$ cat src/design/ddoc_pkg.sv
`timescale 1ns / 1ps
// ---------------------------------------------------------------------------
// ddoc_pkg
// Shared types, codes and the operation program of the odometry block.
// ---------------------------------------------------------------------------
package ddoc_pkg;

  // Rotation steps and widths of the fixed-point units
  localparam int CORDIC_STEPS = 24;
  localparam int CORD_CNT_W   = (CORDIC_STEPS > 1) ? $clog2(CORDIC_STEPS) : 1;
  localparam int DIV_W        = 56;
  localparam int DIV_CNT_W    = $clog2(DIV_W);

  localparam logic [63:0] BAM_PER_RAD  = 64'd683565276;
  localparam logic [33:0] CORDIC_START = 34'd652032874;

  // Configuration register indexes
  localparam logic [1:0] REG_WHEEL_BASE = 2'd0;
  localparam logic [1:0] REG_RIGHT_GAIN = 2'd1;
  localparam logic [1:0] REG_LEFT_GAIN  = 2'd2;

  // Operation kinds
  localparam logic [1:0] KIND_MUL    = 2'd0;
  localparam logic [1:0] KIND_DIV    = 2'd1;
  localparam logic [1:0] KIND_CORDIC = 2'd2;

  // Operand sources
  localparam logic [4:0] SRC_SUM   = 5'd0;
  localparam logic [4:0] SRC_ADIFF = 5'd1;
  localparam logic [4:0] SRC_BAM   = 5'd2;
  localparam logic [4:0] SRC_C     = 5'd3;
  localparam logic [4:0] SRC_S     = 5'd4;
  localparam logic [4:0] SRC_A     = 5'd5;
  localparam logic [4:0] SRC_BB    = 5'd6;
  localparam logic [4:0] SRC_AA    = 5'd7;
  localparam logic [4:0] SRC_AB    = 5'd8;
  localparam logic [4:0] SRC_B2    = 5'd9;
  localparam logic [4:0] SRC_U     = 5'd10;
  localparam logic [4:0] SRC_P2    = 5'd11;
  localparam logic [4:0] SRC_P4    = 5'd12;
  localparam logic [4:0] SRC_P5    = 5'd13;
  localparam logic [4:0] SRC_G0X   = 5'd14;
  localparam logic [4:0] SRC_G0Y   = 5'd15;
  localparam logic [4:0] SRC_G0H   = 5'd16;
  localparam logic [4:0] SRC_G1X   = 5'd17;
  localparam logic [4:0] SRC_G1Y   = 5'd18;
  localparam logic [4:0] SRC_G1H   = 5'd19;
  localparam logic [4:0] SRC_QN0   = 5'd20;
  localparam logic [4:0] SRC_QN1   = 5'd21;
  localparam logic [4:0] SRC_T     = 5'd22;
  localparam logic [4:0] SRC_RG    = 5'd23;
  localparam logic [4:0] SRC_LG    = 5'd24;
  localparam logic [4:0] SRC_ADR   = 5'd25;
  localparam logic [4:0] SRC_ADL   = 5'd26;

  // Result destinations
  localparam logic [4:0] DST_TMP = 5'd0;
  localparam logic [4:0] DST_Q2  = 5'd1;
  localparam logic [4:0] DST_DX  = 5'd2;
  localparam logic [4:0] DST_DY  = 5'd3;
  localparam logic [4:0] DST_AA  = 5'd4;
  localparam logic [4:0] DST_AB  = 5'd5;
  localparam logic [4:0] DST_B2  = 5'd6;
  localparam logic [4:0] DST_U   = 5'd7;
  localparam logic [4:0] DST_IB  = 5'd8;
  localparam logic [4:0] DST_SU  = 5'd9;
  localparam logic [4:0] DST_CU  = 5'd10;
  localparam logic [4:0] DST_QN0 = 5'd11;
  localparam logic [4:0] DST_QN1 = 5'd12;
  localparam logic [4:0] DST_T   = 5'd13;
  localparam logic [4:0] DST_CS  = 5'd14;
  localparam logic [4:0] DST_N0  = 5'd15;
  localparam logic [4:0] DST_N1  = 5'd16;
  localparam logic [4:0] DST_N2  = 5'd17;
  localparam logic [4:0] DST_N3  = 5'd18;
  localparam logic [4:0] DST_N4  = 5'd19;
  localparam logic [4:0] DST_N5  = 5'd20;

  localparam int NUM_OPS = 47;
  localparam int PC_W    = $clog2(NUM_OPS);

  typedef struct packed {
    logic [1:0] kind;
    logic [4:0] src_a;
    logic [4:0] src_b;
    logic [5:0] shamt;
    logic [4:0] dst;
  } op_t;

  typedef struct packed {
    logic load;
    logic start;
    logic finish;
    op_t  op;
  } cmd_t;

  typedef struct packed {
    logic done;
  } status_t;

  function automatic op_t mk(input logic [1:0] kind, input logic [4:0] sa,
                             input logic [4:0] sb, input logic [5:0] sh,
                             input logic [4:0] dst);
    op_t o;
    o.kind  = kind;
    o.src_a = sa;
    o.src_b = sb;
    o.shamt = sh;
    o.dst   = dst;
    return o;
  endfunction

  // Operation program for one item
  function automatic op_t prog_op(input logic [PC_W-1:0] pc);
    op_t o;
    case (pc)
      6'd0:  o = mk(KIND_MUL, SRC_ADIFF, SRC_BAM, 6'd0, DST_TMP);
      6'd1:  o = mk(KIND_DIV, SRC_SUM, SRC_SUM, 6'd0, DST_Q2);
      6'd2:  o = mk(KIND_CORDIC, SRC_SUM, SRC_SUM, 6'd0, DST_CS);
      6'd3:  o = mk(KIND_MUL, SRC_SUM, SRC_C, 6'd31, DST_DX);
      6'd4:  o = mk(KIND_MUL, SRC_SUM, SRC_S, 6'd31, DST_DY);
      6'd5:  o = mk(KIND_MUL, SRC_A, SRC_A, 6'd0, DST_AA);
      6'd6:  o = mk(KIND_MUL, SRC_A, SRC_BB, 6'd0, DST_AB);
      6'd7:  o = mk(KIND_MUL, SRC_BB, SRC_BB, 6'd0, DST_B2);
      6'd8:  o = mk(KIND_DIV, SRC_SUM, SRC_SUM, 6'd0, DST_U);
      6'd9:  o = mk(KIND_DIV, SRC_SUM, SRC_SUM, 6'd0, DST_IB);
      6'd10: o = mk(KIND_MUL, SRC_S, SRC_U, 6'd30, DST_SU);
      6'd11: o = mk(KIND_MUL, SRC_C, SRC_U, 6'd30, DST_CU);
      6'd12: o = mk(KIND_MUL, SRC_RG, SRC_ADR, 6'd0, DST_QN0);
      6'd13: o = mk(KIND_MUL, SRC_LG, SRC_ADL, 6'd0, DST_QN1);
      6'd14: o = mk(KIND_MUL, SRC_A, SRC_P2, 6'd15, DST_N0);
      6'd15: o = mk(KIND_MUL, SRC_AA, SRC_P5, 6'd32, DST_N0);
      6'd16: o = mk(KIND_MUL, SRC_A, SRC_P4, 6'd16, DST_N1);
      6'd17: o = mk(KIND_MUL, SRC_BB, SRC_P2, 6'd16, DST_N1);
      6'd18: o = mk(KIND_MUL, SRC_AB, SRC_P5, 6'd32, DST_N1);
      6'd19: o = mk(KIND_MUL, SRC_A, SRC_P5, 6'd16, DST_N2);
      6'd20: o = mk(KIND_MUL, SRC_BB, SRC_P4, 6'd15, DST_N3);
      6'd21: o = mk(KIND_MUL, SRC_B2, SRC_P5, 6'd32, DST_N3);
      6'd22: o = mk(KIND_MUL, SRC_BB, SRC_P5, 6'd16, DST_N4);
      // right wheel noise
      6'd23: o = mk(KIND_MUL, SRC_G0X, SRC_G0X, 6'd30, DST_T);
      6'd24: o = mk(KIND_MUL, SRC_QN0, SRC_T, 6'd30, DST_N0);
      6'd25: o = mk(KIND_MUL, SRC_G0X, SRC_G0Y, 6'd30, DST_T);
      6'd26: o = mk(KIND_MUL, SRC_QN0, SRC_T, 6'd30, DST_N1);
      6'd27: o = mk(KIND_MUL, SRC_G0X, SRC_G0H, 6'd30, DST_T);
      6'd28: o = mk(KIND_MUL, SRC_QN0, SRC_T, 6'd30, DST_N2);
      6'd29: o = mk(KIND_MUL, SRC_G0Y, SRC_G0Y, 6'd30, DST_T);
      6'd30: o = mk(KIND_MUL, SRC_QN0, SRC_T, 6'd30, DST_N3);
      6'd31: o = mk(KIND_MUL, SRC_G0Y, SRC_G0H, 6'd30, DST_T);
      6'd32: o = mk(KIND_MUL, SRC_QN0, SRC_T, 6'd30, DST_N4);
      6'd33: o = mk(KIND_MUL, SRC_G0H, SRC_G0H, 6'd30, DST_T);
      6'd34: o = mk(KIND_MUL, SRC_QN0, SRC_T, 6'd30, DST_N5);
      // left wheel noise
      6'd35: o = mk(KIND_MUL, SRC_G1X, SRC_G1X, 6'd30, DST_T);
      6'd36: o = mk(KIND_MUL, SRC_QN1, SRC_T, 6'd30, DST_N0);
      6'd37: o = mk(KIND_MUL, SRC_G1X, SRC_G1Y, 6'd30, DST_T);
      6'd38: o = mk(KIND_MUL, SRC_QN1, SRC_T, 6'd30, DST_N1);
      6'd39: o = mk(KIND_MUL, SRC_G1X, SRC_G1H, 6'd30, DST_T);
      6'd40: o = mk(KIND_MUL, SRC_QN1, SRC_T, 6'd30, DST_N2);
      6'd41: o = mk(KIND_MUL, SRC_G1Y, SRC_G1Y, 6'd30, DST_T);
      6'd42: o = mk(KIND_MUL, SRC_QN1, SRC_T, 6'd30, DST_N3);
      6'd43: o = mk(KIND_MUL, SRC_G1Y, SRC_G1H, 6'd30, DST_T);
      6'd44: o = mk(KIND_MUL, SRC_QN1, SRC_T, 6'd30, DST_N4);
      6'd45: o = mk(KIND_MUL, SRC_G1H, SRC_G1H, 6'd30, DST_T);
      6'd46: o = mk(KIND_MUL, SRC_QN1, SRC_T, 6'd30, DST_N5);
      default: o = mk(KIND_MUL, SRC_ADIFF, SRC_BAM, 6'd0, DST_TMP);
    endcase
    return o;
  endfunction

  // Arctangent of 2^-i in binary-angle units
  function automatic logic [31:0] atan_bam(input logic [4:0] i);
    logic [31:0] v;
    case (i)
      5'd0:  v = 32'd536870912;
      5'd1:  v = 32'd316933406;
      5'd2:  v = 32'd167458907;
      5'd3:  v = 32'd85004756;
      5'd4:  v = 32'd42667331;
      5'd5:  v = 32'd21354465;
      5'd6:  v = 32'd10679838;
      5'd7:  v = 32'd5340245;
      5'd8:  v = 32'd2670163;
      5'd9:  v = 32'd1335087;
      5'd10: v = 32'd667544;
      5'd11: v = 32'd333772;
      5'd12: v = 32'd166886;
      5'd13: v = 32'd83443;
      5'd14: v = 32'd41722;
      5'd15: v = 32'd20861;
      5'd16: v = 32'd10430;
      5'd17: v = 32'd5215;
      5'd18: v = 32'd2608;
      5'd19: v = 32'd1304;
      5'd20: v = 32'd652;
      5'd21: v = 32'd326;
      5'd22: v = 32'd163;
      5'd23: v = 32'd81;
      5'd24: v = 32'd41;
      5'd25: v = 32'd20;
      5'd26: v = 32'd10;
      5'd27: v = 32'd5;
      5'd28: v = 32'd3;
      5'd29: v = 32'd1;
      5'd30: v = 32'd1;
      default: v = 32'd0;
    endcase
    return v;
  endfunction

  function automatic logic signed [47:0] sat48(input logic signed [63:0] v);
    logic signed [63:0] hi;
    logic signed [63:0] lo;
    hi = 64'sh0000_7FFF_FFFF_FFFF;
    lo = -hi - 64'sd1;
    if (v > hi) return hi[47:0];
    if (v < lo) return lo[47:0];
    return v[47:0];
  endfunction

  function automatic logic signed [39:0] sat40(input logic signed [63:0] v);
    logic signed [63:0] hi;
    logic signed [63:0] lo;
    hi = 64'sh0000_007F_FFFF_FFFF;
    lo = -hi - 64'sd1;
    if (v > hi) return hi[39:0];
    if (v < lo) return lo[39:0];
    return v[39:0];
  endfunction

endpackage

$ cat src/design/ddoc_ctrl.sv
`timescale 1ns / 1ps
// ---------------------------------------------------------------------------
// ddoc_ctrl
// Sequencer: accepts an item, steps the datapath through the operation
// program, then commits the result into the output register.
// ---------------------------------------------------------------------------
module ddoc_ctrl (
  input  logic              clk,
  input  logic              rst,
  input  logic              s_tvalid,
  output logic              s_tready,
  output logic              m_tvalid,
  input  logic              m_tready,
  output ddoc_pkg::cmd_t    cmd,
  input  ddoc_pkg::status_t status
);
  import ddoc_pkg::*;

  localparam logic [1:0] ST_IDLE   = 2'd0;
  localparam logic [1:0] ST_ISSUE  = 2'd1;
  localparam logic [1:0] ST_WAIT   = 2'd2;
  localparam logic [1:0] ST_FINISH = 2'd3;

  logic [1:0]      state, state_next;
  logic [PC_W-1:0] pc, pc_next;
  logic            last_op;

  assign s_tready   = (state == ST_IDLE);
  assign last_op    = (pc == PC_W'(NUM_OPS - 1));
  assign cmd.load   = s_tvalid && s_tready;
  assign cmd.start  = (state == ST_ISSUE);
  assign cmd.finish = (state == ST_FINISH) && (!m_tvalid || m_tready);
  assign cmd.op     = prog_op(pc);

  // Next state
  always_comb begin
    state_next = state;
    pc_next    = pc;
    unique case (state)
      ST_IDLE: begin
        if (cmd.load) begin
          state_next = ST_ISSUE;
          pc_next    = '0;
        end
      end
      ST_ISSUE: state_next = ST_WAIT;
      ST_WAIT: begin
        if (status.done) begin
          if (last_op) begin
            state_next = ST_FINISH;
          end else begin
            state_next = ST_ISSUE;
            pc_next    = pc + 1'b1;
          end
        end
      end
      ST_FINISH: begin
        if (cmd.finish) state_next = ST_IDLE;
      end
      default: state_next = ST_IDLE;
    endcase
  end

  always_ff @(posedge clk) begin
    if (rst) begin
      state <= ST_IDLE;
      pc    <= '0;
    end else begin
      state <= state_next;
      pc    <= pc_next;
    end
  end

  // Hold the result until taken
  always_ff @(posedge clk) begin
    if (rst) begin
      m_tvalid <= 1'b0;
    end else if (cmd.finish) begin
      m_tvalid <= 1'b1;
    end else if (m_tready) begin
      m_tvalid <= 1'b0;
    end
  end

`ifndef NO_ASSERTIONS
  a_load_issues: assert property (@(posedge clk) disable iff (rst)
    s_tvalid && s_tready |=> state == ST_ISSUE)
    else $error("accepted item did not start the program");
  a_finish_free: assert property (@(posedge clk) disable iff (rst)
    cmd.finish |-> (!m_tvalid || m_tready))
    else $error("result committed over a waiting result");
  a_pc_range: assert property (@(posedge clk) disable iff (rst)
    state != ST_IDLE |-> pc < PC_W'(NUM_OPS))
    else $error("program counter out of range");
  a_done_in_wait: assert property (@(posedge clk) disable iff (rst)
    status.done |-> state == ST_WAIT)
    else $error("unit finished outside of a wait");
`endif

endmodule
$ cat config.mk
export PLATFORM = sky130hd
export DESIGN_NAME = ddoc_ctrl
export DESIGN_NICKNAME = d
export VERILOG_FILES = /design/src/design/ddoc_pkg.sv /design/src/design/ddoc_ctrl.sv
export SDC_FILE = /design/constraint.sdc
export NUM_CORES = 1
export LEC_CHECK = 0
export BUFFER_PORTS_ARGS = -buffer_cell sky130_fd_sc_hd__buf_2
export CORE_MARGIN = 2
export CORE_UTILIZATION = 58
export DETAILED_ROUTE_END_ITERATION = 10
export PLACE_DENSITY = 0.8
export REMOVE_ABC_BUFFERS = 1
export SLEW_MARGIN = 20
export SYNTH_ARGS = -nofsm -noshare
export SYNTH_HDL_FRONTEND = slang
export SYNTH_SLANG_ARGS = --single-unit
$ cat constraint.sdc
create_clock -name clk -period 4 [get_ports clk]
set_input_delay 1 -clock clk [delete_from_list [all_inputs] [get_ports clk]]
set_output_delay 1 -clock clk [all_outputs]
set_load 0.02 [all_outputs]
# Yosys cells after proc, flatten, opt, wreduce, memory -nomap -nowiden
# Memory sizes are Yosys's and may differ from the RTL's. A register that Yosys moved wholly into a read port is not among the register bits.
# Cells that the tools add are included.
dict set report word_totals {
  memories 1
  word_cells 35
  out_inout_bits 28
  ff_bits 9
  rom_bits 1472
  inputBits 5
}
dict set report classes {
  reduce_logical 9
  mux 13
  eq_ne 8
  add_sub_neg 1
}
# memory words width read_ports rd_clocked_by_memory_dff wr line
set memory_table {}
lappend memory_table {{(name not given)} 64 23 1 1 0 ddoc_pkg.sv:116} ;# case (pc)
# operator count
set ops {}
lappend ops {{2-to-1 mux 6 bit} 5}
lappend ops {{case mux 6 bit (2 select lines)} 1}
lappend ops {{2-to-1 mux 2 bit} 4}
lappend ops {{case mux 2 bit (4 select lines)} 1}
lappend ops {{adder 6 x 1 -> 6 bit, second input constant} 1}
lappend ops {{== test 6 bit, second input constant} 1}
lappend ops {{!= test 2 bit, second input constant} 3}
lappend ops {{== test 2 bit, second input constant} 2}
lappend ops {{AND reduction 4 bit} 1}
lappend ops {{nonzero test 2 bit} 2}
lappend ops {{AND reduction 3 bit} 1}
lappend ops {{== test 2 x 1 -> 1 bit, second input constant} 1}
lappend ops {{logical AND 1 bit} 2}
lappend ops {{logical NOT 2 bit} 1}
lappend ops {{2-to-1 mux 1 bit} 2}
lappend ops {{!= test 2 x 1 -> 1 bit, second input constant} 1}
lappend ops {{logical NOT 1 bit} 1}
lappend ops {{logical OR 1 bit} 1}

# Logic depth before layout (Yosys ltp)
# Gate-level depths: netlist (run 1).
dict set report logic_depth {
  word_depth 6
  depth_mapped 15
  mapped_depth_nobuf 13
}

# Least setup slack after synthesis (run 1)
# Ideal clock, no wire load.
dict set report synth_path {
  path_type {input -> register}
  startpoint {in status}
  endpoint {reg, netlist name cmd[18]}
  setup_slack_ps 500
  t_arrival_ps 3376
  setup_ps 124
  stages 13
  n_path_buf 2
  required_ps 3876
  path_cell_list {mux2_1 -> o211ai_2 -> buf_2 -> a21oi_1 -> or2_1 -> clkbuf_1 -> inv_1 -> ha_1 -> inv_1 -> ha_1 -> a21o_1 -> a221oi_1 -> o21ai_0}
}
dict set report synth_between {
  elab_chain_cells 4
}
# element line
set synth_lines {}
lappend synth_lines {{start: declaration} ddoc_ctrl.sv:15} ;# input ddoc_pkg::status_t status
lappend synth_lines {{!= test 2 bit (no source line)} -}
lappend synth_lines {{AND reduction 4 bit (no source line)} -}
lappend synth_lines {{2-to-1 mux 6 bit (no source line) (2 in a row)} -}
# Every way passes these cells.
# A chain may end at the register's enable or synchronous reset.

# Worst setup path after layout (run 1)
dict set report layout_path {
  startpoint {in status}
  endpoint {reg, netlist name cmd[11]}
}
dict set report layout_between {
  elab_chain_cells 4
}
# element
set layout_lines {}
lappend layout_lines {{!= test 2 bit (no source line)}}
lappend layout_lines {{AND reduction 4 bit (no source line)}}
lappend layout_lines {{2-to-1 mux 6 bit (no source line) (2 in a row)}}
# Every way passes these cells.

==> results of run 1 <==
report_power, final:
| part | leakage, nW | switching [W] | internal [W] |
|---|---|---|---|
| Sequential | 0.243 | 0.00000925 | 0.000306 |
| Combinational | 0.896 | 0.0000577 | 0.0000356 |
| Clock | 0.0431 | 0.000113 | 0.000132 |
path summary, 6_finish.rpt:
path | startpoint | end | slack [ns] | cells past startpoint
setup / recovery | status | cmd[11] | 0.60 | 11
setup reg to reg | pc[0] | cmd[12] | 0.64 | 11
hold reg to reg | m_tvalid | m_tvalid | 0.52 | 2
hold / removal | m_tvalid | m_tvalid | 0.52 | 2
worst max-delay path, stage by stage:
cell and delay (ns):
buf_2 0.12, mux2_1 0.33, o211ai_2 0.20, a21oi_1 0.26
or2_1 0.28, buf_4 0.17, ha_1 0.46, nor2_1 0.12
o21ai_0 0.38, nand2b_1 0.10, a2bb2oi_1 0.18
stage by stage:
step | utilization | hold WS (ns) | setup slack, ns
2_1_floorplan | - | 0.569 | 0.422
3_3_place_gp | 0.641 | 0.508 | 0.503
3_5_place_dp | 0.641 | 0.513 | 0.384
4_1_cts | 0.662 | 0.524 | 0.674
5_1_grt | 0.662 | 0.547 | 0.403
6_report | 0.662 | 0.516 | 0.598
kinds of logic (layout without fill, tap and decap cells):
| group | count (synthesis) | after routing | synth area share |
|---|---|---|---|
| mux | 7 | 7 | 0.0339 |
| simple gates | 106 | 106 | 0.227 |
| xor+xnor | 5 | 5 | 0.0185 |
| flops | 30 | 30 | 0.254 |
| buf+inv | 38 | 64 | 0.0763 |
| fa+ha+maj | 14 | 14 | 0.0742 |
| compound gates | 104 | 104 | 0.316 |
state kept, by name, indices dropped and copies added (netlist names):
| name | flops |
|---|---|
| state | 2 |
| pc | 6 |
| cmd | 21 |
| m_tvalid | 1 |
per-layer routing:
layer | GRT usage | vias up
met2 | 0.490 | 198
met5 | 0 | -
met1 | 0.447 | 1180
met4 | 0.0850 | 0
li1 | - | 1183
met3 | 0.0967 | 23
Yosys cell counts (all sizes together), types with 5 or more instances:
master / number / share of area
nand2: 31 / 0.049
buf: 17 / 0.043
o31ai: 5 / 0.016
a21oi: 22 / 0.047
clkbuf: 7 / 0.011
a221oi: 5 / 0.024
and2: 7 / 0.020
ha: 14 / 0.074
nor3: 14 / 0.030
nand3: 6 / 0.013
o211ai: 7 / 0.024
nor2: 22 / 0.036
dfxtp: 30 / 0.25
mux2i: 5 / 0.024
inv: 14 / 0.022
o21ai: 19 / 0.040
final cells by class:
| class | count | area, um^2 | area share |
|---|---|---|---|
| flip-flops and latches | 30 | 601 | 0.228 |
| clock buffers | 6 | 82.6 | 0.0314 |
| multi-input cells | 236 | 1580 | 0.601 |
| repair buffers | 44 | 250 | 0.0952 |
| inverters | 14 | 52.6 | 0.0200 |
| well taps | 50 | 62.6 | 0.0238 |
==> metrics.md, run 1 <==
| Metric | Value |
|---|---|
| Antenna Cells | 0 |
| Commonest non-fill, non-tap cell in the layout | buf_2 |
| Mapped Cells | 304 |
| Post-Route WL | 7.05 mm |
| I/O Buffers | 32 |
| Crit Path Max Fanout | 12 |
| CTS tree | yes |
| Status | completed |
| Aggregate global routing overflow | 0 |
| Post-Syn Area | 2360 um^2 |
| Root buffer cell | clkbuf_8 |
| CP Launch Type | input pin |
| Fin cells | 380 |
| DP HPWL | 4.76 mm |
| Fill count | 345 |
| Met3 Wirelength | 970 um |
| Post-CTS Resized | 0 |
| Largest net degree at the start of global routing | 29 |
| Wire length on met2 | 3.05 mm |
| Routed vias/inst | 6.80 |
| Vias post-DR | 2584 |
| Synth Area per Inst | 7.77 um^2 |
| Sum Neg Setup Slack | 0 ns |
| Power Total | 0.000654 W |
| Share of layout cells above drive strength 1 | 0.203 |
| Static Leak | 1.18 nW |
| Gpl congestion | 1.02 |
| Dominant synthesized flop cell | dfxtp_1 |
| CP Capture Type | flip-flop |
| Final setup violation count | 0 |
| Clock Path Buffers | 2 |
| DRC | 0 |
| Die ar. | 4600 um^2 |
| Starting Density | 0.595 |
| Pins Over Slew Limit | 0 |
| Distinct cell type count of the synthesized netlist | 68 |
| CP arrival | 3.61 ns |
| First DRT Iteration DRCs | 528 |
| Die Ht | 67.8 um |
| First-pass GRT wire length | 11.2 mm |
| FFs w/ async S/R, synth | 0 |
| Hold WC Path Type | flip-flop to flip-flop |
| Area Growth Syn to Fin | 11.3% |
| VDD IR-drop max | 0.123 mV |
| Tightest Pin Transition | 0.684 ns |
| Seq cells post-synth | 30 |
| M1 WL | 2.89 mm |
| Post-synth EDFFs | 0 |
| Width of the die | 67.8 um |
| Ports | 33 |
| Critical path data required time | 4.21 ns |
| Slew HR | 0.542 |
| P per Cell Area | 249 nW/um^2 |
| Max_cap viols | 0 |
| YS warnings | 0 |
| RSZ-0062 raised after global routing | no |
| Post-Place Cells | 374 |
| DR pass1 iterations | 6 |
| Placed cell area | 2550 um^2 |
| Final antenna-violating net count | 0 |
| Clock latency on the worst-skew pair | 0.29 ns |
| Highest Signal Layer | met4 |
| Clk sinks | 30 |
| Min Tclk post-route | 3.40 ns |
| Commonest non-fill, non-tap cells in the layout | 32 x buf_2, 31 x nand2_1, 30 x dfxtp_1, 22 x a21oi_1, 21 x nor2_1 |
| Drt wl/cell | 18.5 um |
| Max Clk Rate | 0.294 GHz |
| Clk_skew | 0.00406 ns |
| Register area share after synthesis | 0.254 |
| Initial antenna violation count | 0 |
| Vias in the first global route | 2177 |
| Cts bufs inserted | 5 |
| H-tree Lvls | 2 |
| Nets | 350 |
| # hold bufs at CTS | 0 |
| Hold Violations, Final | 0 |
| Cell area after layout | 2630 um^2 |
| GRT Util Overall | 0.324 |
| Clock-pin slew on the worst setup and hold paths | 0.06 ns |
| Kind of critical path | input pin to flip-flop |
| CORE AREA | 3970 um^2 |
| Rows | 23 |
| Tcrit/Tclk final | 0.850 |
| Number of setup buffers added after CTS | 0 |
Power figures use the tool's default switching activity.
==> run 2: changes to the inputs <==
- BUFFER_PORTS_ARGS: -buffer_cell sky130_fd_sc_hd__buf_2 -> not set
- CORE_UTILIZATION: 58 -> 60
- DONT_BUFFER_PORTS: not set -> 1
- PLACE_DENSITY: 0.8 -> 0.76
==> run 2 against run 1 <==
  * First-iteration DRC count decreased by 5.1%
  * Via count shrank 6.3%
  * Non-clock buffer count fell by 35
  * Setup slack better by 0.033 ns
  * Sequential share of layout area is 1.6 points higher
  * Final cell count is 9.2% lower
  * Count of clock-buffer cells in the layout rose by 1
  * Flip-flop and latch count unchanged
  * Clock skew rose by 0.0019 ns
  * Fmax increased by 0.98%
  * Design area is 6.7% lower
  * Critical path type is now flip-flop to flip-flop
==> metrics.md, run 2 (synthesis results as in run 1) <==
| Metric | Value |
|---|---|
| Status | completed |
| Tcrit/Tclk final | 0.842 |
| Share of layout cells above drive strength 1 | 0.111 |
| Crit-path cells | ha_1 > nand4bb_1 > o211ai_2 > a21oi_1 > or2_1 > inv_1 > ha_1 > inv_1 > ha_1 > a21o_1 > a221oi_1 > o21ai_0 |
| Vias post-DR | 2421 |
| Wire length on met2 | 2.83 mm |
| Ports | 33 |
| Critical-path cell with the highest stage delay | o211ai_2 |
| Clk sinks | 30 |
| Area Growth Syn to Fin | 3.87% |
| Aggregate global routing overflow | 0 |
| Number of setup buffers added after CTS | 0 |
| Commonest non-fill, non-tap cell in the layout | nand2_1 |
| Power Total | 0.000643 W |
| Width of the die | 66.7 um |
| GRT Util Overall | 0.325 |
| Buf/Inv on CP | 2 |
| Starting Density | 0.635 |
| M1 WL | 2.79 mm |
| Nets | 315 |
| Post-CTS Resized | 0 |
| Clock-pin slew on the worst setup and hold paths | 0.06 ns |
| Highest Signal Layer | met4 |
| DRC | 0 |
| Final design utilization | 0.660 |
| Hold WS | 0.610 ns |
| Setup ws final | 0.631 ns |
| Drt wl/cell | 19.5 um |
| Cts bufs inserted | 5 |
| Initial antenna violation count | 0 |
| Post-Route WL | 6.72 mm |
| Gpl congestion | 0.994 |
| Crit-path max cell delay | 0.46 ns |
| Vias in the first global route | 2143 |
| VDD IR-drop max | 0.263 mV |
| Max reg flops | 21 |
| Pins Over Slew Limit | 0 |
| Hold WC Path Type | flip-flop to flip-flop |
| Final antenna-violating net count | 0 |
| Sum Neg Setup Slack | 0 ns |
| Slew HR | 0.559 |
| Min Tclk post-route | 3.37 ns |
| Rows | 22 |
| Final setup violation count | 0 |
| Commonest non-fill, non-tap cells in the layout | 31 x nand2_1, 30 x dfxtp_1, 22 x a21oi_1, 21 x nor2_1, 17 x o21ai_0 |
| RSZ-0062 raised after global routing | no |
| Max Clk Rate | 0.297 GHz |
| Largest net degree at the start of global routing | 29 |
| Die ar. | 4450 um^2 |
| First-pass GRT wire length | 11.0 mm |
| CP arrival | 3.52 ns |
| Worst slack, placed | 0.415 ns |
| Die Ht | 66.7 um |
| CP Launch Type | flip-flop |
| CP Capture Type | flip-flop |
| I/O Buffers | 0 |
| Root buffer cell | clkbuf_8 |
| CTS tree | yes |
| P per Cell Area | 262 nW/um^2 |
| CORE AREA | 3720 um^2 |
| First DRT Iteration DRCs | 501 |
| Static Leak | 1.01 nW |
| Critical path's top delay family | compound AO/OA/AOI/OAI gates |
| Tightest Pin Transition | 0.656 ns |
| Clock Path Buffers | 2 |
| Routed vias/inst | 7.02 |
| Max_cap viols | 0 |
| Clk_skew | 0.00599 ns |
| Met3 Wirelength | 915 um |
| H-tree Lvls | 2 |
| # hold bufs at CTS | 0 |
| Hold Violations, Final | 0 |
| Clock latency on the worst-skew pair | 0.28 ns |
| Crit Path Max Fanout | 12 |
| DR pass1 iterations | 6 |
| Critical path data required time | 4.15 ns |
| DP HPWL | 4.62 mm |
| Antenna Cells | 0 |
| Cell mode on critical path | ha_1 |
| Kind of critical path | flip-flop to flip-flop |
[run 2: metrics by stage]
stage                     std cells  instance area [um^2]
after floorplan                 280                  2230
after global placement          337                  2360
after detailed placement        337                  2360
after CTS                       345                  2450
after global routing            345                  2450
final                           345                  2450
[run 2: final timing paths]
| kind | from | to | slack [ns] | depth (start not counted) |
|---|---|---|---|---|
| setup / recovery | pc[1] | cmd[18] | 0.63 | 12 |
| hold / removal | m_tvalid | m_tvalid | 0.61 | 2 |
| setup reg to reg | pc[1] | cmd[18] | 0.63 | 12 |
| hold reg to reg | m_tvalid | m_tvalid | 0.61 | 2 |
[run 2: area by class of cell]
cell class / count / area, um^2
Multi-Input combinational cell: 236 / 1580
Clock inverter: 1 / 5.00
Sequential cell: 30 / 601
Timing Repair Buffer: 9 / 67.6
Inverter: 14 / 52.6
Fill cell: 309 / 1260
Tap cell: 48 / 60.1
Clock buffer: 7 / 86.3
[run 2: worst reg2reg max path: stages, from the launching register on]
cell and delay, ns:
dfxtp_1 0.44, ha_1 0.20, nand4bb_1 0.15, o211ai_2 0.46
a21oi_1 0.25, or2_1 0.28, inv_1 0.14, ha_1 0.40
inv_1 0.15, ha_1 0.24, a21o_1 0.16, a221oi_1 0.27
o21ai_0 0.10
[run 2: report_power, final]
part / total, W / internal [W] / switching (W)
clock network: 0.000248 / 0.000138 / 0.000109
logic: 0.0000745 / 0.0000277 / 0.0000467
registers: 0.000321 / 0.000306 / 0.0000151
total: 0.000643 / 0.000472 / 0.000171
[run 2: routing by layer]
layer | vias up | global-route usage
met5 | - | 0
li1 | 1110 | -
met4 | 0 | 0.128
met2 | 180 | 0.466
met3 | 28 | 0.0861
met1 | 1103 | 0.459
==> run 3: changes to the inputs <==
- clock period: 4 -> 3.3 ns (I/O delays scaled with it)
==> run 3 against run 2 <==
  * Via count increased by 3.6%
  * Setup slack got worse by 0.40 ns
  * Count of clock-buffer cells in the layout unchanged
  * Critical path depth decreased by 2
  * Global-route usage increased by 2.8 points
  * Flip-flop and latch count is the same
  * Sequential share of layout area fell by 1.1 points
  * Wire length up 8.5%
  * Total power grew 26%
  * Worst hold slack got worse by 0.018 ns
  * Sequential power increased by 19%
  * Die area is the same
==> metrics.md, run 3 (synthesis results as in run 1) <==
| Metric | Value |
|---|---|
| Status | completed |
| Width of the die | 66.7 um |
| Hold WC Path Type | input pin to flip-flop |
| P per Cell Area | 315 nW/um^2 |
| Cell mode on critical path | buf_4 |
| Share of layout cells above drive strength 1 | 0.151 |
| Min Tclk post-route | 3.07 ns |
| CP Launch Type | flip-flop |
| Clk sinks | 30 |
| Critical-path cell with the highest stage delay | or4_4 |
| Antenna Cells | 0 |
| Kind of critical path | flip-flop to flip-flop |
| Slew HR | 0.593 |
| Tcrit/Tclk final | 0.930 |
| GRT Util Overall | 0.353 |
| DRC | 0 |
| Initial antenna violation count | 0 |
| Drt wl/cell | 20.3 um |
| CORE AREA | 3720 um^2 |
| Clk_skew | 0.00530 ns |
| Vias post-DR | 2508 |
| Hold WS | 0.593 ns |
| Placed cell area | 2480 um^2 |
| Post-CTS Resized | 0 |
| Commonest non-fill, non-tap cells in the layout | 31 x nand2_1, 30 x dfxtp_1, 22 x a21oi_1, 22 x buf_4, 21 x nor2_1 |
| Clock Path Buffers | 2 |
| First-pass GRT wire length | 11.7 mm |
| Crit Path Max Fanout | 16 |
| Aggregate global routing overflow | 0 |
| Pins Over Slew Limit | 0 |
| Largest net degree at the start of global routing | 29 |
| Switching Fraction | 0.280 |
| DR pass1 iterations | 5 |
| Max reg flops | 21 |
| Hold Violations, Final | 0 |
| Die ar. | 4450 um^2 |
| Sw power | 0.000226 W |
| Starting Density | 0.635 |
| Worst slack, placed | 0.154 ns |
| Cts bufs inserted | 5 |
| Final setup violation count | 0 |
| Post-Route WL | 7.29 mm |
| Crit-path cells | buf_4 > mux2_1 > o211ai_2 > buf_4 > or4_4 > and2_4 > inv_2 > and2_0 > a21boi_0 > o31ai_1 |
| Critical path's top delay family | simple AND/OR/NAND/NOR gates |
| Die Ht | 66.7 um |
| Ports | 33 |
| CP arrival | 3.26 ns |
| Commonest non-fill, non-tap cell in the layout | nand2_1 |
| Fill count | 328 |
| Logic pwr share | 0.139 |
| Reg area | 601 um^2 |
| Fin cells | 359 |
| Max_cap viols | 0 |
| CTS tree | yes |
| Setup ws final | 0.232 ns |
| Met1 Resource Use GR | 0.483 |
| Static Leak | 1.09 nW |
| Max Clk Rate | 0.326 GHz |
| GRT met2 Usage | 0.516 |
| Root buffer cell | clkbuf_8 |
| Met3 Usage GRT | 0.113 |
| Routed vias/inst | 6.99 |
| Nets | 329 |
| CP Capture Type | flip-flop |
| RSZ-0062 raised after global routing | no |
| Vias in the first global route | 2284 |
| VDD IR-drop max | 0.259 mV |
| Critical path data required time | 3.49 ns |
| Final antenna-violating net count | 0 |
| Sequential Power Share | 0.473 |
| I/O Buffers | 0 |
| DP HPWL | 5.13 mm |
| Min-Delay Startpoint | rst |
| Crit-path max cell delay | 0.52 ns |
| Cell area after layout | 2570 um^2 |
| Number of setup buffers added after CTS | 0 |
| Gpl congestion | 0.997 |
| Tightest Pin Transition | 0.608 ns |
| Clock latency on the worst-skew pair | 0.29 ns |
| Rows | 22 |
| H-tree Lvls | 2 |
| Buf/Inv on CP | 3 |
| Power share of the clock group | 0.387 |
| Area of the multi-input gates | 1580 um^2 |
| GRT Max-Usage Layer | met2 |
| FF-to-FF Start | state[1] |
| Area Growth Syn to Fin | 8.85% |
| Worst Setup SP | state[1] |
| # hold bufs at CTS | 0 |
| First DRT Iteration DRCs | 404 |
| Internal power | 0.000583 W |
| Clock-pin slew on the worst setup and hold paths | 0.07 ns |
| Post-Place Cells | 351 |
run 3: changes by cell type in the layout (fill, tap and decap cells not counted):
cell	delta
buf_4	+13
buf_12	+1
run 3: power groups by stage:
stage / clock [W] / sequential (W) / combinational (W)
floorplan: 0 / 0.000393 / 0.0000712
global placement: 0 / 0.000391 / 0.000108
detailed placement: 0 / 0.000391 / 0.000109
CTS: 0.000318 / 0.000383 / 0.000110
global route: 0.000333 / 0.000384 / 0.000122
finish: 0.000313 / 0.000383 / 0.000113
run 3: final cells by class:
cell class	count	share of cell area
Multi-Input combinational cell	236	0.615
Sequential cell	30	0.234
Timing Repair Buffer	23	0.0721
Clock buffer	7	0.0336
Tap cell	48	0.0234
Inverter	14	0.0204
Clock inverter	1	0.00195
run 3: final timing paths:
kind / depth (start not counted) / slack [ns] / to
hold / removal: 1 / 0.59 / m_tvalid
setup reg to reg: 10 / 0.23 / cmd[9]
hold reg to reg: 2 / 0.61 / m_tvalid
setup / recovery: 10 / 0.23 / cmd[9]
run 3: layer usage:
layer  part of all wire  up-vias
li1                   -     1134
met1               0.42     1146
met2               0.42      201
met3               0.13       27
met4              0.025        0
met5                  0        -
run 3: stage by stage:
| step | total power, W | TNS [ns] | util |
|---|---|---|---|
| 2_1_floorplan | 0.000465 | -0.178 | - |
| 3_3_place_gp | 0.000499 | 0 | 0.667 |
| 3_5_place_dp | 0.000500 | 0 | 0.667 |
| 4_1_cts | 0.000810 | 0 | 0.692 |
| 5_1_grt | 0.000838 | 0 | 0.692 |
| 6_report | 0.000809 | 0 | 0.692 |
run 3: worst register-to-register path, stage by stage (launching register included):
cell,delay (ns)
dfxtp_1,0.48
buf_4,0.21
mux2_1,0.19
o211ai_2,0.12
buf_4,0.19
or4_4,0.52
and2_4,0.19
inv_2,0.24
and2_0,0.41
a21boi_0,0.16
o31ai_1,0.27
